==> src/tdp_pkg.sv <==
package tdp_pkg;

   // width of the number under test and of the echoed value and divisor fields
   localparam int VALUE_BITS = 31;
   // the running square of the trial divisor needs headroom above the number
   localparam int SQ_BITS    = VALUE_BITS + 2;
   // bit counter of the serial remainder unit
   localparam int CNT_BITS   = $clog2(VALUE_BITS + 1);

   // first odd trial divisor and its square
   localparam logic [VALUE_BITS-1:0] FIRST_DIV = VALUE_BITS'(3);
   localparam logic [SQ_BITS-1:0]    FIRST_SQ  = SQ_BITS'(9);
   localparam logic [VALUE_BITS-1:0] EVEN_DIV  = VALUE_BITS'(2);

   // status from the serial remainder unit
   typedef struct packed {
      logic done;   // remainder valid this cycle
      logic zero;   // remainder is zero
   } rem_stat_type;

   typedef enum logic [3:0] {
      ST_IDLE   = 4'b0001,
      ST_CHECK  = 4'b0010,
      ST_DIVIDE = 4'b0100,
      ST_DONE   = 4'b1000
   } state_type;

endpackage

==> src/tdp_rem.sv <==
module tdp_rem (
   input  logic                           clock,
   input  logic                           reset,
   input  logic                           start,
   input  logic [tdp_pkg::VALUE_BITS-1:0] dividend,
   input  logic [tdp_pkg::VALUE_BITS-1:0] divisor,
   output tdp_pkg::rem_stat_type          stat
);

   logic [tdp_pkg::VALUE_BITS-1:0] shift_ff, shift_in;
   logic [tdp_pkg::VALUE_BITS:0]   rem_ff, rem_in;
   logic [tdp_pkg::CNT_BITS-1:0]   cnt_ff, cnt_in;
   logic                           running_ff, running_in;
   logic                           done_ff, done_in;
   logic [tdp_pkg::VALUE_BITS:0]   rem_shifted;

   // one restoring step: bring in the next dividend bit, subtract if it fits
   always_comb begin
      rem_shifted = {rem_ff[tdp_pkg::VALUE_BITS-1:0], shift_ff[tdp_pkg::VALUE_BITS-1]};
      shift_in    = shift_ff;
      rem_in      = rem_ff;
      cnt_in      = cnt_ff;
      running_in  = running_ff;
      done_in     = 1'b0;
      if (start) begin
         shift_in   = dividend;
         rem_in     = '0;
         cnt_in     = tdp_pkg::CNT_BITS'(tdp_pkg::VALUE_BITS);
         running_in = 1'b1;
      end else if (running_ff) begin
         shift_in = {shift_ff[tdp_pkg::VALUE_BITS-2:0], 1'b0};
         if (rem_shifted >= {1'b0, divisor}) begin
            rem_in = rem_shifted - {1'b0, divisor};
         end else begin
            rem_in = rem_shifted;
         end
         cnt_in = cnt_ff - tdp_pkg::CNT_BITS'(1);
         if (cnt_ff == tdp_pkg::CNT_BITS'(1)) begin
            running_in = 1'b0;
            done_in    = 1'b1;
         end
      end
   end

   // control state
   always_ff @(posedge clock) begin
      if (reset) begin
         running_ff <= 1'b0;
         done_ff    <= 1'b0;
      end else begin
         running_ff <= running_in;
         done_ff    <= done_in;
      end
   end

   // datapath
   always_ff @(posedge clock) begin
      shift_ff <= shift_in;
      rem_ff   <= rem_in;
      cnt_ff   <= cnt_in;
   end

   assign stat.done = done_ff;
   assign stat.zero = (rem_ff == '0);

endmodule

==> config.mk <==
export PLATFORM = sky130hd
export DESIGN_NAME = tdp_rem
export DESIGN_NICKNAME = d
export VERILOG_FILES = /design/src/tdp_pkg.sv /design/src/tdp_rem.sv
export SDC_FILE = /design/constraint.sdc
export NUM_CORES = 1
export LEC_CHECK = 0
export BUFFER_PORTS_ARGS = -buffer_cell sky130_fd_sc_hd__buf_2
export CAP_MARGIN = 40
export CORE_ASPECT_RATIO = 0.75
export CORE_MARGIN = 1
export CORE_UTILIZATION = 59
export DETAILED_ROUTE_END_ITERATION = 10
export GPL_TIMING_DRIVEN = 1
export PLACE_DENSITY = 0.88
export SLEW_MARGIN = 30
export SYNTH_ARGS = -nofsm -noshare
export SYNTH_HDL_FRONTEND = slang
export SYNTH_SLANG_ARGS = --single-unit
==> constraint.sdc <==
create_clock -name clock -period 3.39 [get_ports clock]
set_clock_uncertainty 0.2 [all_clocks]
set_input_delay 0.5085 -clock clock [delete_from_list [all_inputs] [get_ports clock]]
set_output_delay 0.5085 -clock clock [all_outputs]
set_load 0.02 [all_outputs]
==> impl_metrics.yaml <==
cts:
  insertion_delay_ns: 0.35
  clk_pin_slew_worst_paths_ns: 0.09
  root_buffer: "clkbuf_8"
  ctsHoldBuffers: 0
  clock_sinks: 70
  cts_htree_levels: 3
  cts_buffers: 9
  cts_buffer_depth: 2
  cts_tree: "yes"
hold_path:
  hp-class: "input pin to register"
  min_delay_path_depth: 2
pwr:
  powerDensity_nw_per_um2: 403
  leakagePower_nw: 2.49
  peakVddDrop_uv: 314
  finalPower_mw: 2.27
grt:
  grt_max_degree: 60
  grtUsageTotal_pct: 28.0
  grt_pass1_wl_mm: 19.2
  grt_overflow: 0
  grt_antenna_before_repair: 0
  grt_pass1_vias: 4004
timing:
  finalSetupViolations: 0
  hold_violations: 0
  tns_ns: 0
  finalCritPeriodShare_pct: 94.5
  slew_viol_final: 0
  clock.fmax_mhz: 312
  slew_headroom_pct: 45.5
  rsz0062_at_grt: "false"
  finalCriticalPeriod_ns: 3.20
  max_slew.worst_pin.slew_ns: 0.816
yosys:
  synth-async-reset-ratio_pct: 0
  synth_nets: 661
  yosys_register_bits: 70
  synth.distinct_cells: 62
  yosys.area.top_type: "edfxtp_1"
  synthesis.area_um2: 4970
  syn_inst: 562
  synthTopCellsByArea: "edfxtp_1, dfxtp_1, ha_1"
  synth.top_cell.area_share_pct: 18.7
  avgSynthCellArea_um2: 8.85
  ys_seq_area_share_pct: 34.4
  yosysWarnings: 0
  synth_edf_count: 31
  synthFlopType: "dfxtp_1"
floorplan:
  die_x_um: 108
  dieHeight_um: 81.5
  die_area_um2: 8810
  start_util_pct: 62.0
  core_area_um2: 8020
  rows: 28
  ios: 67
layout:
  layout_common_cells: "buf_2, nor2_1, nand2_1"
  syn_to_final_growth_pct: 13.0
  final_common_cell: "buf_2"
  diodes: 0
  seq_area_um2: 1710
  fill_cells: 592
  layout-drive-gt1-share_pct: 23.3
  fin_nets: 725
  multi_input_area_um2: 2970
detailed_routing:
  drtPass1Iterations: 6
  drc: 0
  routed_wl_mm: 12.3
  wl_per_cell_um: 16.8
  vias_per_cell: 6.03
  ant_nets: 0
  via_count: 4441
  first_iter_violations: 389
setup_path:
  cp_cell_sequence: "inv_1 -> ha_1 -> fa_1 -> nor2b_2 -> o21bai_1 -> a21boi_1 -> o21ai_0 -> a21oi_1 -> nor2_1 -> o31ai_1 -> mux2i_1 -> a311oi_1"
  cp_slowest_cell: "fa_1"
  path_class: "register to register"
  cpPeakStageDelay_ns: 0.41
  crit_path_max_fanout: 3
  path_delay_family: "compound AO/OA/AOI/OAI gates"
  cp_num_buf_inv: 1
  arrival_ns: 3.22
  crit_cells: 12
  reg2reg_depth: 12
  start_kind: "register"
  cp-end-kind: "register"
  critPathRequiredTime_ns: 3.40
  r2r_slack_ns: 0.19
flow_run:
  max_cap_viol_count: 0
placed_design:
  dp_hpwl_mm: 8.93
  portBuffers: 66
  gp_congestion: 0.907
run_status:
  outcome: "completed"
## power breakdown
group          total, mW  switching [mW]  leakage [nW]  internal [mW]
sequential          1.01          0.0478         0.631          0.958
clock              0.636           0.366        0.0751          0.270
combinational      0.625           0.350          1.79          0.275
## sequential cells by signal, indices dropped and copies added, names as in the netlist
register	flops
done_ff	1
cnt_ff	5
running_ff	1
rem_ff	32
shift_ff	31
## kinds of logic (layout without fill, tap and decap cells)
logic type      after synthesis  after routing  share of synthesized area (%)
simple gates                165            166                           16.0
compound gates              150            150                           20.9
xor+xnor                     23             23                           4.05
buf+inv                      76            144                           6.26
flops                        70             70                           34.4
mux                          44             44                           9.66
fa+ha+maj                    34             34                           8.70
## worst reg2reg max path, cell delays in order, from the launching register on
cell	delay (ns)
edfxtp_1	0.36
inv_1	0.05
ha_1	0.20
fa_1	0.41
nor2b_2	0.18
o21bai_1	0.13
a21boi_1	0.30
o21ai_0	0.23
a21oi_1	0.22
nor2_1	0.09
o31ai_1	0.35
mux2i_1	0.26
a311oi_1	0.11
## path summary, 6_finish.rpt
kind,from,end
min reg2reg,rem_ff[12]$_SDFFE_PP0P_,rem_ff[12]$_SDFFE_PP0P_
min,reset,done_ff$_SDFF_PP0_
max,shift_ff[30]$_DFFE_PP_,rem_ff[26]$_SDFFE_PP0P_
max reg2reg,shift_ff[30]$_DFFE_PP_,rem_ff[26]$_SDFFE_PP0P_
## cell usage after synthesis (3+ instances only)
master and count:
nor2_1 50, a31o_2 3, inv_1 43, xor2_1 8, a21o_1 15, nor4_1 9, o21a_1 3, nand2_1 44
or3_1 5, dfxtp_1 39, nand3_1 7, nand2b_1 10, nor3_1 8, mux2i_1 12, nand4_1 9, o21ai_0 21
a211oi_1 15, o21bai_1 4, mux2_2 30, a31oi_1 4, a21oi_1 36, a22o_1 6, o211ai_1 6, nand3b_1 3
o21ai_1 11, a41oi_2 3, edfxtp_1 31, ha_1 33, nor2b_1 8, buf_2 6, clkbuf_1 24, xnor2_1 15
o31ai_1 3
## final cells by class
| cell class | instances | share of cell area, % |
|---|---|---|
| multi-input cells | 417 | 52.8 |
| flip-flops and latches | 70 | 30.5 |
| repair buffers | 85 | 8.41 |
| inverters | 43 | 2.87 |
| well taps | 105 | 2.34 |
| clock buffers | 10 | 2.27 |
| clock inverters | 6 | 0.846 |
## per-layer routing
metal	wire, um	vias up	track usage (%)
met5	0	-	0
met4	109	0	5.48
met3	1210	14	5.95
met1	5390	2030	38.1
met2	5640	238	46.0
li1	-	2159	-
## per-stage QoR
step | instance area, um^2 | setup slack [ns] | hold WS (ns) | util (%) | cells
after detailed placement | 5430 | 0.0308 | 0.298 | 67.7 | 718
after CTS | 5600 | 0.196 | 0.126 | 69.9 | 734
final | 5620 | 0.185 | 0.128 | 70.1 | 736
after global routing | 5620 | 0.00496 | 0.129 | 70.1 | 736
after global placement | 5430 | 0.113 | 0.279 | 67.6 | 718
after floorplan | 4970 | 0.447 | 0.257 | - | 562
## timing repair
item / in CTS / in global routing
gates resized for setup: 0 / 1
buffers inserted: 0 / 1
endpoints found under the setup margin: 0 / 2
(Power assumes the default switching activity.)
